`config.mk`:
```
export PLATFORM = sky130hd
export DESIGN_NAME = byte_ring_buffer_block_transfer
export DESIGN_NICKNAME = d
export VERILOG_FILES = /design/src/hw/rtl/brbbt_pkg.sv /design/src/hw/rtl/byte_ring_buffer_block_transfer.sv /design/src/hw/rtl/brbbt_ram.sv /design/src/hw/rtl/brbbt_front.sv /design/src/hw/rtl/brbbt_back.sv /design/src/hw/rtl/brbbt_outq.sv
export SDC_FILE = /design/constraint.sdc
export NUM_CORES = 2
export LEC_CHECK = 0
export ABC_AREA = 0
export BUFFER_PORTS_ARGS = -buffer_cell sky130_fd_sc_hd__clkbuf_2
export CORE_UTILIZATION = 57
export CTS_CLUSTER_SIZE = 24
export DETAILED_ROUTE_END_ITERATION = 6
export PLACE_DENSITY_LB_ADDON = 0.3
export SETUP_SLACK_MARGIN = 0.2
export SLEW_MARGIN = 15
export SYNTH_ARGS = -nofsm -noshare
export SYNTH_HDL_FRONTEND = slang
export SYNTH_HIERARCHICAL = 1
export SYNTH_SLANG_ARGS = --single-unit
```
`constraint.sdc`:
```
create_clock -name clk -period 8.9 [get_ports clk]
set_input_delay 0.445 -clock clk [delete_from_list [all_inputs] [get_ports clk]]
set_output_delay 0.445 -clock clk [all_outputs]
set_load 0.01 [all_outputs]
```
`src/hw/rtl/brbbt_pkg.sv`:
```
// brbbt_pkg: shared constants, opcodes and structs of the byte ring buffer
// used by every module of byte_ring_buffer_block_transfer but brbbt_ram; no dependencies
`default_nettype none

package brbbt_pkg;

  // storage geometry
  localparam int DEPTH     = 256;
  localparam int MAX_BURST = 64;
  localparam int MIN_SIZE  = 2;
  localparam int SIZE_MAX  = (DEPTH < 256) ? DEPTH : 256;
  localparam int PTR_W     = $clog2(SIZE_MAX);
  localparam int SIZE_W    = PTR_W + 1;

  // field widths
  localparam int DATA_W = 8;
  localparam int LEN_W  = 7;
  localparam int FILL_W = 8;
  localparam int CFG_W  = 9;
  localparam int CMP_W  = ((SIZE_W > LEN_W) ? SIZE_W : LEN_W) + 1;

  // command queue between front and back
  localparam int CQ_DEPTH = 2;
  localparam int CQ_PTR_W = $clog2(CQ_DEPTH);
  localparam int CQ_CNT_W = CQ_PTR_W + 1;

  // result queue at the output
  localparam int OQ_DEPTH = 4;
  localparam int OQ_PTR_W = $clog2(OQ_DEPTH);
  localparam int OQ_CNT_W = OQ_PTR_W + 1;

  typedef enum logic [1:0] {
    OP_WRITE = 2'd0,
    OP_READ  = 2'd1,
    OP_PEEK  = 2'd2,
    OP_CLEAR = 2'd3
  } op_t;

  typedef enum logic {
    ST_CMD,
    ST_RUN
  } back_state_t;

  typedef struct packed {
    op_t               op;
    logic [DATA_W-1:0] data;
    logic [LEN_W-1:0]  length;
    logic              burst_end;
    logic              len_over;
    logic              len_zero;
  } cmd_t;

  typedef struct packed {
    logic              status;
    logic [DATA_W-1:0] read_byte;
    logic              byte_valid;
    logic              run_last;
    logic [FILL_W-1:0] fill_level;
  } result_t;

endpackage

`default_nettype wire

```
`src/hw/rtl/byte_ring_buffer_block_transfer.sv`:
```
// path: an accepted beat passes the command queue, pending result register and output queue
// throughput: one write byte, clear or short request per cycle while the output queue has room;
//   a read or peek of n bytes holds the execution unit for one store read per byte
// reset: synchronous on rst; pointers, burst state and queues empty, size 256;
//   byte store contents are undefined and never swept
// depends on brbbt_pkg, brbbt_front, brbbt_back, brbbt_outq, brbbt_ram
`default_nettype none

module byte_ring_buffer_block_transfer import brbbt_pkg::*; (
  input  wire logic              clk,
  input  wire logic              rst,
  // size register
  input  wire logic              cfg_write,
  input  wire logic [CFG_W-1:0]  buffer_size,
  // input beats
  input  wire logic              in_valid,
  output logic                   in_stall,
  input  wire logic [1:0]        op,
  input  wire logic [DATA_W-1:0] data,
  input  wire logic [LEN_W-1:0]  length,
  input  wire logic              burst_end,
  // result beats
  output logic                   out_valid,
  input  wire logic              out_stall,
  output logic                   status,
  output logic [DATA_W-1:0]      read_byte,
  output logic                   byte_valid,
  output logic                   run_last,
  output logic [FILL_W-1:0]      fill_level
);

  // front to back command path
  logic                cmd_valid;
  cmd_t                cmd;
  logic                cmd_pop;

  // back to output queue
  logic                res_push;
  result_t             res;
  logic [OQ_CNT_W-1:0] oq_count;
  result_t             head_res;

  // front: takes input beats, tags length faults, queues two commands
  brbbt_front u_front (
    .clk       (clk),
    .rst       (rst),
    .in_valid  (in_valid),
    .in_stall  (in_stall),
    .op        (op),
    .data      (data),
    .length    (length),
    .burst_end (burst_end),
    .cmd_pop   (cmd_pop),
    .cmd_valid (cmd_valid),
    .cmd       (cmd)
  );

  // back: owns the pointers and the byte store, runs bursts and read runs;
  // it only issues a result when the output queue has a guaranteed slot
  brbbt_back u_back (
    .clk       (clk),
    .rst       (rst),
    .cfg_write (cfg_write),
    .cfg_data  (buffer_size),
    .cmd_valid (cmd_valid),
    .cmd       (cmd),
    .cmd_pop   (cmd_pop),
    .oq_count  (oq_count),
    .res_push  (res_push),
    .res       (res)
  );

  // output queue: absorbs store read latency and downstream stall
  brbbt_outq u_outq (
    .clk        (clk),
    .rst        (rst),
    .push       (res_push),
    .push_res   (res),
    .pop        (out_valid && !out_stall),
    .count      (oq_count),
    .head_valid (out_valid),
    .head_res   (head_res)
  );

  assign status     = head_res.status;
  assign read_byte  = head_res.read_byte;
  assign byte_valid = head_res.byte_valid;
  assign run_last   = head_res.run_last;
  assign fill_level = head_res.fill_level;

endmodule

`default_nettype wire

```
`src/hw/rtl/brbbt_ram.sv`:
```
// brbbt_ram: generic one-write one-read ram with registered read data
// no package dependencies
`default_nettype none

module brbbt_ram #(
  parameter int WIDTH = 8,
  parameter int DEPTH = 256
) (
  input  wire logic                     clk,
  input  wire logic                     we,
  input  wire logic [$clog2(DEPTH)-1:0] waddr,
  input  wire logic [WIDTH-1:0]         wdata,
  input  wire logic                     re,
  input  wire logic [$clog2(DEPTH)-1:0] raddr,
  output logic      [WIDTH-1:0]         rdata
);

  logic [WIDTH-1:0] mem [DEPTH];

  always_ff @(posedge clk) begin
    if (we) begin
      mem[waddr] <= wdata;
    end
    if (re) begin
      rdata <= mem[raddr];
    end
  end

endmodule

`default_nettype wire

```
`src/hw/rtl/brbbt_front.sv`:
```
// brbbt_front: input beat acceptance, classification and command queue
// depends on brbbt_pkg
`default_nettype none

module brbbt_front import brbbt_pkg::*; (
  input  wire logic              clk,
  input  wire logic              rst,
  input  wire logic              in_valid,
  output logic                   in_stall,
  input  wire logic [1:0]        op,
  input  wire logic [DATA_W-1:0] data,
  input  wire logic [LEN_W-1:0]  length,
  input  wire logic              burst_end,
  input  wire logic              cmd_pop,
  output logic                   cmd_valid,
  output cmd_t                   cmd
);

  cmd_t                q [CQ_DEPTH];
  logic [CQ_PTR_W-1:0] wr_ptr;
  logic [CQ_PTR_W-1:0] rd_ptr;
  logic [CQ_CNT_W-1:0] count;
  cmd_t                cls;
  logic                push;

  // classify the incoming beat
  always_comb begin
    cls.op        = op_t'(op);
    cls.data      = data;
    cls.length    = length;
    cls.burst_end = burst_end;
    cls.len_over  = length > LEN_W'(MAX_BURST);
    cls.len_zero  = length == '0;
  end

  assign in_stall  = count == CQ_CNT_W'(CQ_DEPTH);
  assign push      = in_valid && !in_stall;
  assign cmd_valid = count != '0;
  assign cmd       = q[rd_ptr];

  always_ff @(posedge clk) begin
    if (push) begin
      q[wr_ptr] <= cls;
    end
  end

  always_ff @(posedge clk) begin
    if (rst) begin
      wr_ptr <= '0;
      rd_ptr <= '0;
      count  <= '0;
    end else begin
      if (push) begin
        wr_ptr <= wr_ptr + CQ_PTR_W'(1);
      end
      if (cmd_pop) begin
        rd_ptr <= rd_ptr + CQ_PTR_W'(1);
      end
      count <= count + CQ_CNT_W'(push) - CQ_CNT_W'(cmd_pop);
    end
  end

endmodule

`default_nettype wire

```
`src/hw/rtl/brbbt_back.sv`:
```
// brbbt_back: command execution, pointers, burst tracking, byte store
// depends on brbbt_pkg and brbbt_ram
`default_nettype none

module brbbt_back import brbbt_pkg::*; (
  input  wire logic                clk,
  input  wire logic                rst,
  input  wire logic                cfg_write,
  input  wire logic [CFG_W-1:0]    cfg_data,
  input  wire logic                cmd_valid,
  input  wire cmd_t                cmd,
  output logic                     cmd_pop,
  input  wire logic [OQ_CNT_W-1:0] oq_count,
  output logic                     res_push,
  output result_t                  res
);

  back_state_t       state, state_next;
  logic [SIZE_W-1:0] size, size_next;
  logic [PTR_W-1:0]  wp, wp_next;
  logic [PTR_W-1:0]  rp, rp_next;
  logic              burst_active, burst_active_next;
  logic              burst_rejected, burst_rejected_next;
  logic [LEN_W-1:0]  burst_offset, burst_offset_next;
  logic [LEN_W-1:0]  burst_len, burst_len_next;
  logic [PTR_W-1:0]  run_ptr, run_ptr_next;
  logic [LEN_W-1:0]  run_left, run_left_next;
  logic [PTR_W-1:0]  run_fill, run_fill_next;
  logic              run_read, run_read_next;

  logic              pend_v;
  result_t           pend_res;
  logic              pend_mem;

  logic [SIZE_W-1:0] fill_w;
  logic [PTR_W-1:0]  fill;
  logic [CMP_W-1:0]  space;
  logic              issue_ok;
  logic [PTR_W-1:0]  rp_inc;
  logic [PTR_W-1:0]  run_ptr_inc;

  logic              b_rej;
  logic [LEN_W-1:0]  b_len;
  logic [LEN_W-1:0]  b_off;
  logic              b_store;
  logic [LEN_W-1:0]  b_off_new;
  logic [CMP_W-1:0]  waddr_sum;
  logic [PTR_W-1:0]  waddr;
  logic [CMP_W-1:0]  commit_sum;
  logic [PTR_W-1:0]  wp_commit;
  logic [FILL_W-1:0] fill_commit;
  logic [CFG_W-1:0]  size_clamped;

  logic              iss_v;
  result_t           iss_res;
  logic              iss_mem;
  logic              is_read;
  logic [PTR_W-1:0]  rd_cur;
  logic              ram_we;
  logic              ram_re;
  logic [PTR_W-1:0]  ram_raddr;
  logic [DATA_W-1:0] ram_rdata;

  function automatic logic [PTR_W-1:0] wrap_inc(input logic [PTR_W-1:0]  p,
                                                input logic [SIZE_W-1:0] s);
    logic [SIZE_W-1:0] sum;
    sum = SIZE_W'(p) + SIZE_W'(1);
    return (sum == s) ? '0 : sum[PTR_W-1:0];
  endfunction

  // occupancy and free slots, one slot always kept empty
  always_comb begin
    if (wp >= rp) begin
      fill_w = SIZE_W'(wp) - SIZE_W'(rp);
    end else begin
      fill_w = SIZE_W'(wp) + size - SIZE_W'(rp);
    end
    fill  = fill_w[PTR_W-1:0];
    space = CMP_W'(size) - CMP_W'(fill) - CMP_W'(1);
  end

  assign issue_ok    = (oq_count + OQ_CNT_W'(pend_v)) < OQ_CNT_W'(OQ_DEPTH);
  assign rp_inc      = wrap_inc(rp, size);
  assign run_ptr_inc = wrap_inc(run_ptr, size);

  // write burst bookkeeping for the current beat
  always_comb begin
    if (!burst_active) begin
      b_rej = cmd.len_over || (CMP_W'(cmd.length) > space);
      b_len = cmd.length;
      b_off = '0;
    end else begin
      b_rej = burst_rejected;
      b_len = burst_len;
      b_off = burst_offset;
    end
    b_store   = !b_rej && (b_off < b_len);
    b_off_new = b_store ? b_off + LEN_W'(1) : b_off;

    waddr_sum = CMP_W'(wp) + CMP_W'(b_off);
    if (waddr_sum >= CMP_W'(size)) begin
      waddr_sum = waddr_sum - CMP_W'(size);
    end
    waddr = waddr_sum[PTR_W-1:0];

    commit_sum = CMP_W'(wp) + CMP_W'(b_off_new);
    if (commit_sum >= CMP_W'(size)) begin
      commit_sum = commit_sum - CMP_W'(size);
    end
    wp_commit   = commit_sum[PTR_W-1:0];
    // an accepted burst always fits, so the fill simply grows by its bytes
    fill_commit = FILL_W'(CMP_W'(fill) + CMP_W'(b_off_new));
  end

  // size register clamp
  always_comb begin
    if (cfg_data < CFG_W'(MIN_SIZE)) begin
      size_clamped = CFG_W'(MIN_SIZE);
    end else if (cfg_data > CFG_W'(SIZE_MAX)) begin
      size_clamped = CFG_W'(SIZE_MAX);
    end else begin
      size_clamped = cfg_data;
    end
  end

  always_comb begin
    state_next          = state;
    size_next           = size;
    wp_next             = wp;
    rp_next             = rp;
    burst_active_next   = burst_active;
    burst_rejected_next = burst_rejected;
    burst_offset_next   = burst_offset;
    burst_len_next      = burst_len;
    run_ptr_next        = run_ptr;
    run_left_next       = run_left;
    run_fill_next       = run_fill;
    run_read_next       = run_read;
    cmd_pop             = 1'b0;
    iss_v               = 1'b0;
    iss_res             = '0;
    iss_mem             = 1'b0;
    is_read             = 1'b0;
    rd_cur              = fill;
    ram_we              = 1'b0;
    ram_re              = 1'b0;
    ram_raddr           = rp;

    case (state)
      ST_CMD: begin
        if (cmd_valid && issue_ok) begin
          cmd_pop = 1'b1;
          case (cmd.op)
            OP_WRITE: begin
              burst_active_next   = 1'b1;
              burst_rejected_next = b_rej;
              burst_offset_next   = b_off_new;
              burst_len_next      = b_len;
              ram_we              = b_store;
              if (cmd.burst_end) begin
                iss_v               = 1'b1;
                iss_res.status      = b_rej;
                iss_res.run_last    = 1'b1;
                iss_res.fill_level  = b_rej ? FILL_W'(fill) : fill_commit;
                if (!b_rej) begin
                  wp_next = wp_commit;
                end
                burst_active_next   = 1'b0;
                burst_rejected_next = 1'b0;
                burst_offset_next   = '0;
                burst_len_next      = '0;
              end
            end
            OP_CLEAR: begin
              wp_next = '0;
              rp_next = '0;
              if (burst_active) begin
                burst_rejected_next = 1'b1;
              end
              iss_v            = 1'b1;
              iss_res.run_last = 1'b1;
            end
            OP_READ, OP_PEEK: begin
              is_read = cmd.op == OP_READ;
              if (cmd.len_over || (CMP_W'(cmd.length) > CMP_W'(fill))) begin
                // not enough stored data, or length over the burst limit
                iss_v              = 1'b1;
                iss_res.status     = 1'b1;
                iss_res.run_last   = 1'b1;
                iss_res.fill_level = FILL_W'(fill);
              end else if (cmd.len_zero) begin
                iss_v              = 1'b1;
                iss_res.run_last   = 1'b1;
                iss_res.fill_level = FILL_W'(fill);
              end else begin
                rd_cur             = is_read ? fill - PTR_W'(1) : fill;
                iss_v              = 1'b1;
                iss_mem            = 1'b1;
                ram_re             = 1'b1;
                ram_raddr          = rp;
                iss_res.byte_valid = 1'b1;
                iss_res.run_last   = cmd.length == LEN_W'(1);
                iss_res.fill_level = FILL_W'(rd_cur);
                if (cmd.length == LEN_W'(1)) begin
                  if (is_read) begin
                    rp_next = rp_inc;
                  end
                end else begin
                  state_next    = ST_RUN;
                  run_ptr_next  = rp_inc;
                  run_left_next = cmd.length - LEN_W'(1);
                  run_fill_next = rd_cur;
                  run_read_next = is_read;
                end
              end
            end
            default: ;
          endcase
        end
      end
      ST_RUN: begin
        if (issue_ok) begin
          rd_cur             = run_read ? run_fill - PTR_W'(1) : run_fill;
          iss_v              = 1'b1;
          iss_mem            = 1'b1;
          ram_re             = 1'b1;
          ram_raddr          = run_ptr;
          iss_res.byte_valid = 1'b1;
          iss_res.run_last   = run_left == LEN_W'(1);
          iss_res.fill_level = FILL_W'(rd_cur);
          run_ptr_next       = run_ptr_inc;
          run_left_next      = run_left - LEN_W'(1);
          run_fill_next      = rd_cur;
          if (run_left == LEN_W'(1)) begin
            state_next = ST_CMD;
            if (run_read) begin
              rp_next = run_ptr_inc;
            end
          end
        end
      end
      default: state_next = ST_CMD;
    endcase

    // size write empties the ring and spoils an open burst
    if (cfg_write) begin
      size_next = SIZE_W'(size_clamped);
      wp_next   = '0;
      rp_next   = '0;
      if (burst_active) begin
        burst_rejected_next = 1'b1;
      end
    end
  end

  always_ff @(posedge clk) begin
    if (rst) begin
      state          <= ST_CMD;
      size           <= SIZE_W'(SIZE_MAX);
      wp             <= '0;
      rp             <= '0;
      burst_active   <= 1'b0;
      burst_rejected <= 1'b0;
      burst_offset   <= '0;
      burst_len      <= '0;
      pend_v         <= 1'b0;
    end else begin
      state          <= state_next;
      size           <= size_next;
      wp             <= wp_next;
      rp             <= rp_next;
      burst_active   <= burst_active_next;
      burst_rejected <= burst_rejected_next;
      burst_offset   <= burst_offset_next;
      burst_len      <= burst_len_next;
      pend_v         <= iss_v;
    end
  end

  always_ff @(posedge clk) begin
    run_ptr  <= run_ptr_next;
    run_left <= run_left_next;
    run_fill <= run_fill_next;
    run_read <= run_read_next;
    pend_res <= iss_res;
    pend_mem <= iss_mem;
  end

  brbbt_ram #(
    .WIDTH (DATA_W),
    .DEPTH (SIZE_MAX)
  ) u_store (
    .clk   (clk),
    .we    (ram_we),
    .waddr (waddr),
    .wdata (cmd.data),
    .re    (ram_re),
    .raddr (ram_raddr),
    .rdata (ram_rdata)
  );

  always_comb begin
    res_push      = pend_v;
    res           = pend_res;
    res.read_byte = pend_mem ? ram_rdata : '0;
  end

endmodule

`default_nettype wire

```
`src/hw/rtl/brbbt_outq.sv`:
```
// brbbt_outq: small result queue that decouples the back end from out_stall
// depends on brbbt_pkg
`default_nettype none

module brbbt_outq import brbbt_pkg::*; (
  input  wire logic                clk,
  input  wire logic                rst,
  input  wire logic                push,
  input  wire result_t             push_res,
  input  wire logic                pop,
  output logic [OQ_CNT_W-1:0]      count,
  output logic                     head_valid,
  output result_t                  head_res
);

  result_t             q [OQ_DEPTH];
  logic [OQ_PTR_W-1:0] wr_ptr;
  logic [OQ_PTR_W-1:0] rd_ptr;

  assign head_valid = count != '0;
  assign head_res   = q[rd_ptr];

  always_ff @(posedge clk) begin
    if (push) begin
      q[wr_ptr] <= push_res;
    end
  end

  always_ff @(posedge clk) begin
    if (rst) begin
      wr_ptr <= '0;
      rd_ptr <= '0;
      count  <= '0;
    end else begin
      if (push) begin
        wr_ptr <= wr_ptr + OQ_PTR_W'(1);
      end
      if (pop) begin
        rd_ptr <= rd_ptr + OQ_PTR_W'(1);
      end
      count <= count + OQ_CNT_W'(push) - OQ_CNT_W'(pop);
    end
  end

endmodule

`default_nettype wire

```
Yosys cells after proc, flatten, opt, wreduce, memory -nomap -nowiden. Memory sizes are Yosys's and may differ from the RTL's. A register that Yosys moved wholly into a read port is not among the register bits. Cells that the tools add are included.

Register bits after elaboration: 90. Bits in writable memories: 2164. Input bits: 32. Output and inout port bits: 21. Logic and storage cells: 218. Memories: 3.

Memories: u_back.u_store.mem (words 256, bits a word 8, rd ports 1, clocked after memory_dff 1, wr ports 1, line brbbt_ram.sv:18) `logic [WIDTH-1:0] mem [DEPTH];`; u_outq.q (words 4, bits a word 19, rd ports 1, clocked after memory_dff 1, wr ports 1, line brbbt_outq.sv:16) `result_t q [OQ_DEPTH];`; u_front.q (words 2, bits a word 20, rd ports 1, clocked after memory_dff 1, wr ports 1, line brbbt_front.sv:19) `cmd_t q [CQ_DEPTH];`.

Add/sub/neg operators: 25. $lt $le $gt $ge: 10. Equal/unequal tests: 23. Mux-type cells: 105. Bitwise operators: 5. Reductions and logical operators: 23.

Operators by type and width (count): 8-bit two-way mux (32); 8-bit case mux with 2 select lines (7); 7-bit two-way mux (11); 9-bit two-way mux (5); 1-bit two-way mux (37); 8-bit subtractor (4); 10-bit two-way mux (2); 10-bit case mux with 2 select lines (1); 8-bit by 1-bit adder with 9-bit output (second input constant) (2); 8-bit by 7-bit adder with 9-bit output (2); 9-bit equality test (2); 9-bit >= comparator (2); 2-bit inequality test (second input constant) (9); 8-bit by 1-bit subtractor with 8-bit output (second input constant) (2); 7-bit by 1-bit equality test with 1-bit output (second input constant) (2); 7-bit case mux with 2 select lines (1); 7-bit by 1-bit subtractor with 7-bit output (second input constant) (2); 1-bit case mux with 2 select lines (6); 6-bit AND reduction (2); 7-bit by 10-bit greater-than comparator with 1-bit output (1); 10-bit by 1-bit subtractor with 10-bit output (second input constant) (1); 9-bit by 8-bit subtractor with 10-bit output (1); 9-bit greater-than comparator (second input constant) (1); 9-bit by 2-bit less-than comparator with 1-bit output (second input constant) (1); 34 further kinds (55).

Depth between registers and ports, before layout.
Word-level depth: 17. Mapped depth: 45.

By module. The synthesis kept the hierarchy.

By module, submodules not included: brbbt_ram (instances 1, cells each 3733, area each 79636.4 um2, seq. area each 61739.2 um2); brbbt_back (instances 1, cells each 1001, area each 8169.1 um2, seq. area each 1801.7 um2); brbbt_outq (instances 1, cells each 140, area each 3215.6 um2, seq. area each 2462.4 um2); brbbt_front (instances 1, cells each 94, area each 1714.1 um2, seq. area each 1301.2 um2); byte_ring_buffer_block_transfer (instances 1, cells each 1, area each 13.8 um2, seq. area each 0.0 um2).

Worst setup path before layout. No wires, ideal clock.

Kind: reg-to-reg. Start: register u_back.size[1]. End: register u_back.wp[2]. Setup time: 0.127 ns. Arrival time: 8.268 ns. Path slack: 0.505 ns. Cell stages (with the launch flop): 43. Buffers on the path: 2. Period minus slack after synthesis: 8.395 ns. Cell sequence: dfxtp_1 > inv_1 > fa_1 > inv_1 > fa_1 > and3_4 > nor2_1 > xnor2_1 > ha_1 > inv_1 > o31ai_4 > maj3_2 > a21o_2 > xnor2_1 > ha_1 > o21a_1 > o21a_1 > o31ai_1 > (+7 left out) > inv_1 > fa_1 > inv_1 > ha_1 > nor2b_1 > o21ai_0 > a21boi_0 > o21ai_0 > a21boi_0 > o21ai_0 > nand2b_1 > a211o_1 > a21o_1 > clkbuf_1 > mux2i_1 > nor2_1 > mux2i_1 > nor2_1.

Cells in the longest elaborated chain, start to end: 17. Elaborated cells on any way between the ends: 20. Classes of those cells: 6 x add/sub; 2 x order compare; 1 x eq/ne; 7 x mux; 4 x reduce/logical.

RTL lines: start: declaration (line brbbt_back.sv:19) `logic [SIZE_W-1:0] size, size_next;`; start signal: assignment (line brbbt_back.sv:259) `size <= SIZE_W'(SIZE_MAX);`; start signal: assignment (line brbbt_back.sv:269) `size <= size_next;`; 8-bit adder (line brbbt_back.sv:76) `fill_w = SIZE_W'(wp) + size - SIZE_W'(rp);`; 8-bit subtractor (line brbbt_back.sv:76); 8-bit two-way mux (line brbbt_back.sv:73) `if (wp >= rp) begin`; 9-bit by 8-bit subtractor with 10-bit output (line brbbt_back.sv:79) `space = CMP_W'(size) - CMP_W'(fill) - CMP_W'(1);`; 10-bit by 1-bit subtractor with 10-bit output (line brbbt_back.sv:79); 7-bit by 10-bit greater-than comparator with 1-bit output (line brbbt_back.sv:89) `b_rej = cmd.len_over || (CMP_W'(cmd.length) > space);`; 1-bit logical OR (line brbbt_back.sv:89); 1-bit two-way mux (line brbbt_back.sv:88) `if (!burst_active) begin`; 1-bit logical NOT (line brbbt_back.sv:97) `b_store = !b_rej && (b_off < b_len);`; 1-bit logical AND (line brbbt_back.sv:97); 7-bit two-way mux (line brbbt_back.sv:98) `b_off_new = b_store ? b_off + LEN_W'(1) : b_off;`; 8-bit by 7-bit adder with 9-bit output (line brbbt_back.sv:106) `commit_sum = CMP_W'(wp) + CMP_W'(b_off_new);`; 8-bit subtractor or 9-bit >= comparator (tied branches) (line brbbt_back.sv:108, brbbt_back.sv:107); 8-bit two-way mux (line brbbt_back.sv:107) `if (commit_sum >= CMP_W'(size)) begin`; 8-bit two-way mux (line brbbt_back.sv:165) `if (!b_rej) begin`; 8-bit two-way mux (line brbbt_back.sv:160) `if (cmd.burst_end) begin`; 8-bit case mux with 2 select lines (line brbbt_back.sv:153) `case (cmd.op)`; end signal: assignment (line brbbt_back.sv:270) `wp <= wp_next;`; end: declaration (line brbbt_back.sv:20) `logic [PTR_W-1:0] wp, wp_next;`.

Several ways; a longest one is shown, not always the timed one. The select of a mux whose other input is x is not followed. A chain may end at the register's enable or synchronous reset.

Final worst setup path.
Start: register u_back.rp[3]. End: register u_back.wp[5].

Cells in the longest elaborated chain, start to end: 16. Elaborated cells on any way between the ends: 21. Classes of those cells: 6 x add/sub; 3 x order compare; 1 x eq/ne; 7 x mux; 4 x reduce/logical.

RTL lines: start: declaration (line brbbt_back.sv:21) `logic [PTR_W-1:0] rp, rp_next;`; start signal: assignment (line brbbt_back.sv:271) `rp <= rp_next;`; 8-bit subtractor, or another cell as far along (line brbbt_back.sv:76); 8-bit two-way mux * (line brbbt_back.sv:73); 9-bit by 8-bit subtractor with 10-bit output * (line brbbt_back.sv:79); 10-bit by 1-bit subtractor with 10-bit output * (line brbbt_back.sv:79); 7-bit by 10-bit greater-than comparator with 1-bit output * (line brbbt_back.sv:89); 1-bit logical OR * (line brbbt_back.sv:89); 1-bit two-way mux * (line brbbt_back.sv:88); 1-bit logical NOT (line brbbt_back.sv:97); 1-bit logical AND (line brbbt_back.sv:97); 7-bit two-way mux (line brbbt_back.sv:98); 8-bit by 7-bit adder with 9-bit output (line brbbt_back.sv:106); 8-bit subtractor or 9-bit >= comparator (tied branches) (line brbbt_back.sv:108, brbbt_back.sv:107); 8-bit two-way mux (line brbbt_back.sv:107); 8-bit two-way mux (line brbbt_back.sv:165); 8-bit two-way mux (line brbbt_back.sv:160); 8-bit case mux with 2 select lines (line brbbt_back.sv:153).

Mark *: on every way between the ends. The rest lies on a longest branch, timed or not. The select of a mux whose other input is x is not followed.

==> metrics <==
status=finished, final reports clean; CP Data Required Time=9.61 ns; Clock Skews=0.0274 ns; Clock Power Share=0.349; via count=49000; dpl hpwl=140000 µm; power density over the cells=about 250 nW/µm²; met3 wire length=around 23000 µm; setup TNS=0 ns; cell internal pwr=18900 µW; drt initial violations=5966; complex-gate fraction of the synthesized area=0.0478; Final Max Slew Viols=0; ANT nets after route=0; Cells after Synth=4969; Startpoint Class=flip-flop; register share of total power=0.512; Main synth FF type=edfxtp_1; synth warn=6; Root Buffer=clkbuf_16; Max Root-Sink Buffers=3; CP most frequent cell=ha_1; Seq. cell area=roughly 67000 µm²; top cells by area, synth=edfxtp_1 (71%), mux4_2 (11%), mux2i_1 (1.8%); Routability Congestion=0.924; drt via density=6.57; post-synthesis simple-gate area fraction=0.0410; Synth Area in XOR/XNOR=0.0110; initial antenna violation count=6; final setup fails=0; CTS H-tree depth=4; maximum clock rate=122 MHz; Initial Util=0.576; met2 routed WL=105000 µm; Post-Synthesis Cell Area=92700 µm²; pin count of the biggest net entering global routing=165; Pleak=0.0316 µW; number of flops mapped to enable cells by yosys=2196; crit path launch=u_back/rp[3]$_SDFFE_PP0P_; most frequent cells in the layout=edfxtp_1 (2196), mux4_2 (464), nor2_1 (378); hold path start=in_valid; total power=approximately 25000 µW; Worst Hold Class=in2reg; crit path capture type=flip-flop; area share of the largest cell type after synthesis=0.711; largest area contributor in the netlist=edfxtp_1; maximum vdd drop=about 0.23 mV; main combinational cell family by area after synthesis=multiplexers; Synth Area in Adders=0.0163; Core Area=between 150000 and 200000 µm²; CTS tree=built; synthesized net count=5110; reg2reg start=u_back/rp[3]$_SDFFE_PP0P_; CP arrival=approximately 8.9 ns; Residual DRC=0; Period Utilization, post-route=0.921; vias in the first global route=48000; antenna diode count=0; CTS Sinks=2264; switch share=0.254; commonest non-fill, non-tap cell in the layout=edfxtp_1; Hold Violations, Final=0; Die X=405 µm; Metal-1 WL=86700 µm; slew margin rel.=0.123; # IOs=53; P&R area growth vs syn=10.8%; Num CTS Buffers=~210; CP peak stage delay=~0.45 ns; max_cap viols=0; Congestion Overflow GR=0; Worst-Skew Late Latency=0.84 ns; top sig layer=met5; RSZ-0062 raised after global routing=false; final wirelength=roughly 220000 µm; critical path's slowest cell=ha_1; Multi-input gate area=~24000 µm²; post-layout min period=8.20 ns; mux share of post-synthesis cell area=0.137; Sw Pwr=6440 µW; gr usage total=0.274; die outline height=405 µm; ys async rst share=0; IO buf count=52; sequential area share after synthesis=0.726; Nets=5266; CP max FO=23; Worst Tran Pin Value=1.30 ns; share of layout cells above drive strength 1=0.199; crit path kind=reg2reg; first-pass GRT wire length=325000 µm; register bit total from synthesis=2264; combinational power share=0.138; Netlist cell types=109; Clk pin slew, worst setup/hold paths=0.06 ns; Layout fillers=10800; DR WL/cell=between 20 and 30 µm; Rows=147; DRT Pass-1 Iters=7; die area=164000 µm²; Avg Cell Area, Syn=roughly 19 µm²
==> final timing paths <==
kind                            cells past startpoint                     endpoint  slack, ns
worst max-delay path                               39    u_back/wp[5]$_SDFFE_PP0P_       0.70
worst min register to register                      0     u_outq/q[2][5]$_DFFE_PP_       0.48
worst max register to register                     39    u_back/wp[5]$_SDFFE_PP0P_       0.70
worst min-delay path                                4  u_front/wr_ptr$_SDFFE_PP0P_       0.09
==> per-layer routing <==
metal | GRT usage | up-vias
met1 | 0.391 | 25300
met5 | 0.00149 | -
li1 | - | 20500
met3 | 0.0601 | 450
met4 | 0.0907 | 12
met2 | 0.424 | 2765
==> stage by stage <==
step            util  hold WS, ns  worst slack (ns)  instance area (µm²)  std cells
5_1_grt        0.638       0.0862             0.236               103000       7465
3_5_place_dp   0.593        0.460             0.371                95500       7039
6_report       0.638       0.0935             0.701               103000       7465
3_3_place_gp   0.593        0.447             0.487                95500       7039
2_1_floorplan      -        0.438             0.505                92700       4969
4_1_cts        0.637       0.0288             0.312               103000       7463
==> power groups by stage <==
stage / Sequential, µW / Clock (µW) / Combinational [µW]
3_3_place_gp: 13200 / 0 / 3360
2_1_floorplan: 13300 / 0 / 2160
6_report: 13000 / 8850 / 3510
4_1_cts: 13000 / 8950 / 3480
5_1_grt: 13000 / 9330 / 3740
3_5_place_dp: 13200 / 0 / 3460
==> synthesized netlist by cell type (all sizes together) (7+ instances only) <==
| cell | number |
|---|---|
| o21bai | 9 |
| fa | 13 |
| mux4 | 475 |
| nand3 | 70 |
| a22o | 9 |
| nand2b | 21 |
| nor4 | 32 |
| nand4 | 26 |
| ha | 96 |
| nor2 | 382 |
| a211oi | 27 |
| o221ai | 48 |
| a2111oi | 7 |
| mux2 | 25 |
| buf | 135 |
| o21a | 13 |
| o211ai | 14 |
| xnor2 | 81 |
| a21oi | 159 |
| a31oi | 15 |
| and3 | 9 |
| o32ai | 7 |
| o22ai | 41 |
| or2 | 9 |
| a221oi | 14 |
| xor2 | 33 |
| nor3 | 49 |
| o21ai | 70 |
| mux2i | 166 |
| or3 | 10 |
| o22a | 7 |
| dfxtp | 68 |
| clkbuf | 132 |
| and2 | 28 |
| a22oi | 139 |
| nand2 | 118 |
| nor2b | 43 |
| a21o | 15 |
| edfxtp | 2196 |
| inv | 93 |
==> repair_timing <==
action	CTS	global route
hold buffers	30	0
gates resized for setup	0	20
setup endpoints to repair	0	8
setup buffers	0	2
hold endpoints to repair	54	0
==> cell families after synthesis <==
kind of cell               count (synthesis)
DFF                                     2264
and+or+nand+nor                          816
muxes                                    666
AOI/OAI and AO/OA                        632
buffers and inverters                    362
xor gates and xnor gates                 115
adders and majority gates                114
==> registers in the layout, indices dropped and copies added (netlist names), 2 cells and up, named ones only <==
signal                count
u_back/res               10
u_back/run_fill           8
u_back/rp                 8
u_back/burst_len          7
u_outq/count              3
u_back/run_left           7
u_back/u_store/mem     2048
u_outq/q                 76
u_back/u_store/rdata      8
u_back/size               9
u_back/burst_offset       7
u_front/count             2
u_back/wp                 8
u_outq/wr_ptr             2
u_front/q                40
u_back/run_ptr            8
u_outq/rd_ptr             2
==> layout make-up <==
cell class | count | share of cell area
clock inverter | 130 | 0.0120
multi-input combinational | 2343 | 0.232
clock buffer | 264 | 0.0544
tap | 2160 | 0.0263
sequential | 2264 | 0.655
timing repair buffer | 209 | 0.0162
inverter | 95 | 0.00347
==> worst max-delay path: cells and delay by family, from the launching register on <==
kind / cells / cell delay (ns)
AO/OA/AOI/OAI: 16 / 3.20
XOR/XNOR: 3 / 0.60
adder cells (fa/ha/maj): 6 / 1.93
buffers and inverters: 3 / 0.51
flip-flops: 1 / 0.38
multiplexers: 4 / 0.61
AND/OR/NAND/NOR: 7 / 0.85
Power figures use the tool's default switching activity.
